### src/sv/canonical_state_space_filter_step_defines.svh
// Assertion macros for the state space filter step.
`ifndef CANONICAL_STATE_SPACE_FILTER_STEP_DEFINES_SVH
`define CANONICAL_STATE_SPACE_FILTER_STEP_DEFINES_SVH

`ifndef SYNTHESIS
// same-cycle implication, sampled on clock, off during reset
`define CSS_ASSERT_IMP(name, ante, cons) \
   name: assert property (@(posedge clock) disable iff (reset) (ante) |-> (cons)) \
      else $error("css: implication check failed");
// next-cycle implication
`define CSS_ASSERT_NEXT(name, ante, cons) \
   name: assert property (@(posedge clock) disable iff (reset) (ante) |=> (cons)) \
      else $error("css: next-cycle check failed");
`else
`define CSS_ASSERT_IMP(name, ante, cons)
`define CSS_ASSERT_NEXT(name, ante, cons)
`endif

`endif

### src/sv/css_pkg.sv
package css_pkg;

   localparam int SAMPLE_W    = 32;
   localparam int ORDER_W     = 2;
   localparam int STATE_W     = 48;
   localparam int ACC_W       = 58;
   localparam int SUM_W       = 59;
   localparam int OPND_W      = 33;
   localparam int PROD_W      = 66;
   localparam int SPLIT_W     = 16;
   localparam int LO_W        = 34;
   localparam int SHIFT_NARROW = 8;
   localparam int SHIFT_WIDE  = 16;
   localparam int ROUND_SHIFT = 8;
   localparam int ROUND_HALF  = 128;
   localparam int PC_W        = 4;
   localparam int CSR_IDX_W   = 3;

   localparam logic [CSR_IDX_W-1:0] REG_ORDER = 3'd0;
   localparam logic [CSR_IDX_W-1:0] REG_FB0   = 3'd1;
   localparam logic [CSR_IDX_W-1:0] REG_OUT0  = 3'd4;
   localparam logic [CSR_IDX_W-1:0] REG_GAIN  = 3'd7;

   localparam logic [PC_W-1:0] PC_STEP    = 4'd0;
   localparam logic [PC_W-1:0] PC_YV_LOOP = 4'd1;
   localparam logic [PC_W-1:0] PC_X_START = 4'd5;
   localparam logic [PC_W-1:0] PC_X_LOOP  = 4'd6;
   localparam logic [PC_W-1:0] PC_X_LAST  = 4'd7;
   localparam logic [PC_W-1:0] PC_V_WAIT  = 4'd8;
   localparam logic [PC_W-1:0] PC_V_LATCH = 4'd9;
   localparam logic [PC_W-1:0] PC_V_LO    = 4'd10;
   localparam logic [PC_W-1:0] PC_V_HI    = 4'd11;
   localparam logic [PC_W-1:0] PC_EMIT    = 4'd12;
   localparam logic [PC_W-1:0] PC_CLEAR   = 4'd13;

   typedef enum logic [2:0] {
      A_U   = 3'd0,
      A_XLO = 3'd1,
      A_XHI = 3'd2,
      A_VLO = 3'd3,
      A_VHI = 3'd4
   } opa_type;

   typedef enum logic [1:0] {
      B_GAIN = 2'd0,
      B_OUT  = 2'd1,
      B_FB   = 2'd2,
      B_DT   = 2'd3
   } opb_type;

   typedef enum logic [1:0] {
      P_NONE = 2'd0,
      P_LO   = 2'd1,
      P_HI   = 2'd2,
      P_FULL = 2'd3
   } part_type;

   typedef enum logic [1:0] {
      D_Y      = 2'd0,
      D_V      = 2'd1,
      D_S_PREV = 2'd2,
      D_S_TOP  = 2'd3
   } dest_type;

   typedef enum logic [1:0] {
      I_HOLD = 2'd0,
      I_ZERO = 2'd1,
      I_ONE  = 2'd2,
      I_INC  = 2'd3
   } idx_type;

   typedef enum logic [1:0] {
      Q_NEXT = 2'd0,
      Q_LOOP = 2'd1,
      Q_ONE  = 2'd2,
      Q_DONE = 2'd3
   } seq_type;

   typedef struct packed {
      opa_type          opa;
      opb_type          opb;
      part_type         part;
      dest_type         dest;
      logic             shr16;
      logic             init;
      logic             vlatch;
      logic             emit;
      logic             clr;
      idx_type          idx;
      seq_type          seq;
      logic [PC_W-1:0]  target;
   } ctl_type;

   typedef struct packed {
      part_type part;
      dest_type dest;
      logic     shr16;
   } tag_type;

   localparam ctl_type CTL_NOP = '{
      opa: A_U, opb: B_GAIN, part: P_NONE, dest: D_Y, shr16: 1'b0, init: 1'b0,
      vlatch: 1'b0, emit: 1'b0, clr: 1'b0, idx: I_HOLD, seq: Q_NEXT, target: '0
   };

   localparam tag_type TAG_NOP = '{part: P_NONE, dest: D_Y, shr16: 1'b0};

   // microcode: gain term, output and feedback dot products, lower-state increments,
   // then the top-state increment from the saturated drive, the result emit, and the clear step
   function automatic ctl_type css_rom(input logic [PC_W-1:0] addr);
      ctl_type w;
      w = CTL_NOP;
      unique case (addr)
         PC_STEP: begin
            w.opa = A_U;   w.opb = B_GAIN; w.part = P_FULL; w.dest = D_Y;
            w.init = 1'b1; w.idx = I_ZERO;
         end
         PC_YV_LOOP: begin
            w.opa = A_XLO; w.opb = B_OUT;  w.part = P_LO;
         end
         4'd2: begin
            w.opa = A_XHI; w.opb = B_OUT;  w.part = P_HI;   w.dest = D_Y;
         end
         4'd3: begin
            w.opa = A_XLO; w.opb = B_FB;   w.part = P_LO;
         end
         4'd4: begin
            w.opa = A_XHI; w.opb = B_FB;   w.part = P_HI;   w.dest = D_V;
            w.idx = I_INC; w.seq = Q_LOOP; w.target = PC_YV_LOOP;
         end
         PC_X_START: begin
            w.idx = I_ONE; w.seq = Q_ONE;  w.target = PC_V_WAIT;
         end
         PC_X_LOOP: begin
            w.opa = A_XLO; w.opb = B_DT;   w.part = P_LO;
         end
         PC_X_LAST: begin
            w.opa = A_XHI; w.opb = B_DT;   w.part = P_HI;   w.dest = D_S_PREV;
            w.shr16 = 1'b1; w.idx = I_INC; w.seq = Q_LOOP; w.target = PC_X_LOOP;
         end
         PC_V_WAIT: begin
            w = CTL_NOP;
         end
         PC_V_LATCH: begin
            w.vlatch = 1'b1;
         end
         PC_V_LO: begin
            w.opa = A_VLO; w.opb = B_DT;   w.part = P_LO;
         end
         PC_V_HI: begin
            w.opa = A_VHI; w.opb = B_DT;   w.part = P_HI;   w.dest = D_S_TOP;
         end
         PC_EMIT: begin
            w.emit = 1'b1; w.seq = Q_DONE;
         end
         PC_CLEAR: begin
            w.clr = 1'b1;  w.seq = Q_DONE;
         end
         default: begin
            w.seq = Q_DONE;
         end
      endcase
      return w;
   endfunction

   function automatic logic signed [STATE_W-1:0] sat48(input logic signed [SUM_W-1:0] x);
      if (x[SUM_W-1:STATE_W-1] == '0 || x[SUM_W-1:STATE_W-1] == '1) begin
         return x[STATE_W-1:0];
      end
      return x[SUM_W-1] ? {1'b1, {(STATE_W-1){1'b0}}} : {1'b0, {(STATE_W-1){1'b1}}};
   endfunction

   function automatic logic signed [SAMPLE_W-1:0] sat32(input logic signed [SUM_W-1:0] x);
      if (x[SUM_W-1:SAMPLE_W-1] == '0 || x[SUM_W-1:SAMPLE_W-1] == '1) begin
         return x[SAMPLE_W-1:0];
      end
      return x[SUM_W-1] ? {1'b1, {(SAMPLE_W-1){1'b0}}} : {1'b0, {(SAMPLE_W-1){1'b1}}};
   endfunction

endpackage

### src/sv/css_seq.sv
module css_seq
   import css_pkg::*;
#(
   parameter int MAX_ORDER = 3,
   localparam int CNT_W = $clog2(MAX_ORDER + 1)
) (
   input  logic             clock,
   input  logic             reset,
   input  logic             start,
   input  logic             start_clear,
   input  logic [CNT_W-1:0] last_idx,
   input  logic             order_one,
   input  logic             hold,
   output logic             busy,
   output ctl_type          ctl,
   output logic [CNT_W-1:0] idx
);

   logic             busy_ff, busy_in;
   logic [PC_W-1:0]  pc_ff, pc_in;
   logic [CNT_W-1:0] idx_ff, idx_in;
   logic             take_jump;
   ctl_type          rom_word;

   assign rom_word = css_rom(pc_ff);
   assign ctl      = busy_ff ? rom_word : CTL_NOP;
   assign busy     = busy_ff;
   assign idx      = idx_ff;

   always_comb begin
      busy_in   = busy_ff;
      pc_in     = pc_ff;
      idx_in    = idx_ff;
      take_jump = 1'b0;
      if (!busy_ff) begin
         if (start) begin
            busy_in = 1'b1;
            pc_in   = start_clear ? PC_CLEAR : PC_STEP;
         end
      end else if (!hold) begin
         unique case (rom_word.seq)
            Q_NEXT: take_jump = 1'b0;
            Q_LOOP: take_jump = (idx_ff != last_idx);
            Q_ONE:  take_jump = order_one;
            Q_DONE: busy_in = 1'b0;
         endcase
         pc_in = take_jump ? rom_word.target : pc_ff + 1'b1;
         unique case (rom_word.idx)
            I_HOLD: idx_in = idx_ff;
            I_ZERO: idx_in = '0;
            I_ONE:  idx_in = CNT_W'(1);
            I_INC:  idx_in = idx_ff + 1'b1;
         endcase
      end
   end

   always_ff @(posedge clock) begin
      if (reset) begin
         busy_ff <= 1'b0;
         pc_ff   <= PC_STEP;
         idx_ff  <= '0;
      end else begin
         busy_ff <= busy_in;
         pc_ff   <= pc_in;
         idx_ff  <= idx_in;
      end
   end

endmodule

### config.mk
export PLATFORM = sky130hd
export DESIGN_NAME = css_seq
export DESIGN_NICKNAME = d
export VERILOG_FILES = /design/src/sv/canonical_state_space_filter_step_defines.svh /design/src/sv/css_pkg.sv /design/src/sv/css_seq.sv
export SDC_FILE = /design/constraint.sdc
export NUM_CORES = 1
export LEC_CHECK = 0
export BUFFER_PORTS_ARGS = -buffer_cell sky130_fd_sc_hd__clkbuf_2
export CAP_MARGIN = 10
export CORE_UTILIZATION = 50
export DETAILED_ROUTE_END_ITERATION = 10
export PLACE_DENSITY = 0.8
export RECOVER_POWER = 50
export SLEW_MARGIN = 10
export SYNTH_ARGS = -nofsm -noshare
export SYNTH_HDL_FRONTEND = slang
export SYNTH_SLANG_ARGS = --single-unit
### constraint.sdc
create_clock -name clock -period 3.6 [get_ports clock]
set_clock_uncertainty 0.05 [all_clocks]
set_input_delay 0 -clock clock [delete_from_list [all_inputs] [get_ports clock]]
set_output_delay 0 -clock clock [all_outputs]
set_load 0.01 [all_outputs]
======== Word-level counts from Yosys, hierarchy flattened ========
Index checks and enable logic that the tools add are counted.
Widths: inputs -> output; s select.
storage, ports and cells
  register bits ........................... 7
  latch bits .............................. 0
  bits in writable memories ............... 0
  bits in read-only memories .............. 0
  input bits .............................. 8
  output and inout port bits .............. 25
  logic and storage cells ................. 59
  memories ................................ 0
cells by class
  add/subtract/negate cells ............... 2
  $mul .................................... 0
  div/mod/pow operators ................... 0
  order comparisons ....................... 0
  eq/ne operators ......................... 21
  shifts and indexed selects .............. 0
  multiplexer cells ....................... 24
  bitwise operators ....................... 2
  reduce and logical (&&, ||, !) cells .... 7
operator list
  operator             number
  $pmux 7 s9           1
  $eq 4x4->1 const B   6
  $pmux 2 s3           4
  $mux 22              1
  $mux 4               5
  $eq 4x3->1 const B   4
  $pmux 4 s3           1
  $mux 1               11
  $reduce_or 9->1      1
  $eq 2x2->1 const B   4
  $eq 4x2->1 const B   2
  $add 4x1->4 const B  1
  $eq 2x1->1 const B   2
  $eq 4x1->1 const B   1
  $logic_not 4->1      1
  $reduce_and 3->1     1
  $add 2x1->2 const B  1
  $logic_not 2->1      1
  $ne 2x2->1           1
  $ne 2x2->1 const B   1
  $not 1->1            2
  $pmux 1 s2           1
  $reduce_and 2->1     1
  $reduce_bool 2->1    1
  $reduce_or 2->1      1

======== Depth between registers and ports, before layout ========
  depth in word-level cells ............... 10
  gate-level depth with buffers ........... 10
  mapped depth without buffers ............ 9

======== Worst setup path after synthesis ========
Ideal clock, no wire load.
  kind .................................... register to register
  from .................................... register pc_ff[0]
  to ...................................... register pc_ff[3]
  data arrival time ....................... 1.984 ns
  data required time ...................... 3.415 ns
  slack ................................... 1.431 ns
  cell stages (with the launch flop) ...... 8
  clock period less this slack ............ 2.169 ns
  path through ............................ dfxtp_1 ha_1 buf_4 o21ai_0 ha_1 or2_2 a21boi_0 o32ai_1
on the way
  longest elaborated chain between the ends .. 10
ends and longest elaborated chain
  what                                                                 line            text
  start: declaration                                                   css_seq.sv:20   logic [PC_W-1:0] pc_ff, pc_in;
  start signal: assignment                                             css_seq.sv:64   pc_ff <= pc_in;
  $eq 4x4->1, or another cell as far along                             css_pkg.sv:112  unique case (addr)
  $reduce_or 9->1 (no source line) or $reduce_or 2->1 (tied branches)  --
  $pmux 2 s3                                                           css_pkg.sv:112
  $eq 2x2->1 or $eq 2x1->1 (tied branches)                             css_seq.sv:41   unique case (rom_word.seq)
  $pmux 1 s2                                                           css_seq.sv:41
  $mux 1                                                               css_seq.sv:40   end else if (!hold) begin
  $mux 1                                                               css_seq.sv:35   if (!busy_ff) begin
  $mux 4 (*)                                                           css_seq.sv:47   pc_in = take_jump ? rom_word.target : pc_ff + 1'b1;
  $mux 4 (*)                                                           css_seq.sv:40
  $mux 4 (*)                                                           css_seq.sv:35
Every way passes the cells marked *; elsewhere a longest branch is shown, timed or not. The select of a mux whose other input is x is not followed.
A chain may end at the register's enable or synchronous reset.

======== Worst setup path in the final report ========
  from .................................... register pc_ff[0]
  to ...................................... register pc_ff[0]
The elaborated chain is that of the path after synthesis.

==> key figures <==
Outcome
  – Status: finished, final reports clean

Synthesis
  – Mapped Nets: 152
  – Ys Warns: 0
  – Yosys top cell by area: dfxtp_1
  – Most numerous cell in the Yosys netlist: nor2_1
  – Mean post-synth cell area: 6.826 um^2
  – Number of synthesized flops with an enable pin: 0
  – Synthesized area: 928.4 um^2
  – Top cells by count, synth: 22 x nor2_1, 9 x a21oi_1, 9 x nand2b_1
  – Post-synthesis sequential area ratio: 15.09%
  – Syn Inst Count: 136
  – Register bit total from synthesis: 7
  – Netlist cell types: 42
  – Largest cells by area after synthesis: dfxtp_1 15%, ha_1 11%, nor2_1 8.9%, nand2b_1 6.1%, a21oi_1 4.9%
  – Most used DFF post-synth: dfxtp_1
  – Top-area cell type share of the netlist area: 15.09%
  – Ys async rst share: 0%

Pwr
  – Power density over the cells: 264.3 nW/um^2
  – LEAKAGE: 0.0004601 uW
  – VDD IR max: 0.2196 mV

Timing
  – Slew Viols, Final: 0
  – Final Hold Viols: 0
  – Rel. slew slack: 54.70%
  – Period utilisation layout: 72.14%
  – Worst Tran Pin Value: 0.6785 ns
  – RSZ-0062 raised after global routing: false
  – Setup TNS: 0 ns
  – Final setup margin: 1.003 ns
  – # setup viols final: 0
  – Fmax: 385.1 MHz
  – Final hold slack: 0.02058 ns
  – Crit path time final: 2.597 ns

Placed design
  – Dpl hpwl: 1811 um
  – Port bufs: 32
  – Placed cell count: 184
  – Placer congestion estimate: 0.8809
  – Place WS: 1.066 ns

Drt
  – DRT Pass-1 Iters: 4
  – Routed Antenna Nets: 0
  – Routed wl met2: 1150 um
  – Via count: 1,042
  – Wirelength per Cell: 12.66 um
  – Residual DRC: 0
  – Via-to-Cell Ratio: 5.513
  – DR top layer: met4
  – DRT iter0 DRCs: 15
  – Drt total wl: 2392 um
  – Met1 wire length: 1079 um
  – Met3 wire length: 130 um

Global route
  – Largest net degree at the start of global routing: 23
  – First-pass GRT wire length: 3719 um
  – GRT Total Usage: 24.75%
  – Initial antenna violation count: 0
  – Vias in the first global route: 861
  – Gr ovfl total: 0

Clocking
  – Root buf cell: clkbuf_4
  – Worst-Skew Late Latency: 0.25 ns
  – Clk sinks: 7
  – Clk buf depth: 2
  – Worst-path clk slew: 0.05 ns
  – H-tree Lvls: 1
  – CTS tree: yes
  – TritonCTS Buffers: 3

Setup path
  – CP max stage delay: 0.55 ns
  – Crit path cell chain: inv_1 -> ha_1 -> o21ai_0 -> ha_1 -> nor2b_1 -> o21a_2 -> o21ai_1 -> a311oi_1
  – FF-to-FF path depth: 8
  – Crit-path most repeated cell: ha_1
  – WS Path Type: flop to flop
  – CP max FO: 7
  – R2R Path Start: pc_ff[0]
  – Worst R2R Setup Slack: 1.00 ns
  – Crit path launch: pc_ff[0]
  – Critical path data required time: 3.70 ns
  – CP Launch Type: flop
  – CP Capture Type: flop
  – R2R Path End: pc_ff[0]
  – Critical path arrival: 2.70 ns
  – Critical-path top delay cell: o21ai_0

Job
  – Max_cap viols: 0

Cells and area
  – Non-Filler Instances: 189
  – Core Util, Final: 62.97%
  – Diode count: 0
  – P&R area growth vs syn: 17.12%
  – Fin nets: 181
  – Share of cells above drive strength 1: 16.46%
  – Fill cells: 187

Floorplanning
  – Top-Level Pins: 33
  – Initial Util: 53.77%
  – Full die area: 2033 um^2
  – Die H: 45.09 um
  – Row cnt: 15
  – Die X: 45.09 um
  – Core Area: 1727 um^2

Worst hold path
  – Hold path cells: 2
  – Worst Hold Endpoint: pc_ff[2]
  – Worst hold path class: primary input to flop
  – Min-delay src: reset
## registers in the layout, indices dropped and copies added, names as in the netlist
signal  count
idx         2
pc_ff       4
busy        1
## how the worst max path moves through the flow
| stage | cells after the start | slack (ns) | endpoint |
|---|---|---|---|
| after floorplan | 7 | 1.43 | pc_ff[3] |
| after global placement | 7 | 1.26 | pc_ff[3] |
| after detailed placement | 8 | 1.07 | pc_ff[0] |
| after CTS | 8 | 1.04 | pc_ff[0] |
| after global routing | 8 | 0.82 | pc_ff[0] |
| final | 8 | 1.00 | pc_ff[0] |
## area by class of cell
cell class | instances | area [um^2] | share of cell area [%]
clock buffers | 4 | 26.28 | 2.417
inverters | 7 | 26.28 | 2.417
multi-input cells | 112 | 704.4 | 64.79
flip-flops and latches | 7 | 140.1 | 12.89
well taps | 25 | 31.28 | 2.877
repair buffers | 34 | 158.9 | 14.61
## placed cells by master, fill, tap and decap left out, types with 2 or more instances in the layout
master / count
and3_1: 2
nand4_1: 3
ha_1: 8
nor2b_1: 4
o21ai_1: 4
clkbuf_4: 3
xor2_1: 3
a311oi_1: 2
a22o_1: 2
clkbuf_1: 16
a21oi_1: 9
nand2b_1: 9
inv_1: 7
nand2_1: 7
o21ai_0: 8
dfxtp_1: 7
clkbuf_2: 17
o21bai_1: 2
nor2_1: 22
nor3_1: 5
a21boi_0: 3
## cells by family (layout without fill, tap and decap cells)
group	after synthesis	in the layout	share of synthesized area, %
DFF	7	7	15.09
muxes	1	1	1.213
xor gates and xnor gates	4	4	3.774
buffers and inverters	17	45	9.029
adders and majority gates	8	8	10.78
and+or+nand+nor	58	58	31.00
AOI/OAI and AO/OA	41	41	29.11
## power breakdown
part	total [uW]	switching, uW	internal [uW]	leakage (uW)
registers	94.7	12.2	82.5	0.0000574
logic	122	71.4	50.3	0.000388
clock network	71.0	28.7	42.3	0.0000150
total	287	112	175	0.000460
## per-stage QoR
step / total power, uW / instance area (um^2)
floorplan: 183.1 / 928.4
global route: 308.5 / 1087
finish: 287.3 / 1087
CTS: 290.5 / 1106
global placement: 214.1 / 1070
detailed placement: 216.9 / 1070
## worst max-delay path: cells and delay by family (launching register included)
kind | cells | cell delay [ns]
AOI/OAI and AO/OA | 4 | 1.10
adders and majority gates | 2 | 0.66
DFF | 1 | 0.40
and+or+nand+nor | 1 | 0.17
buffers and inverters | 1 | 0.11
## metal layers
layer	up-vias	track usage, %
met5	-	0
met4	0	9.091
met3	4	2.800
met2	37	43.48
met1	466	30.81
li1	535	-
## timing repair
action | CTS | global route
setup endpoints to repair | 0 | 0
endpoints found under the hold margin | 1 | 0
gates resized for setup | 0 | 0
setup buffers | 0 | 0
hold buffers | 1 | 0
Power figures use the tool's default switching activity.
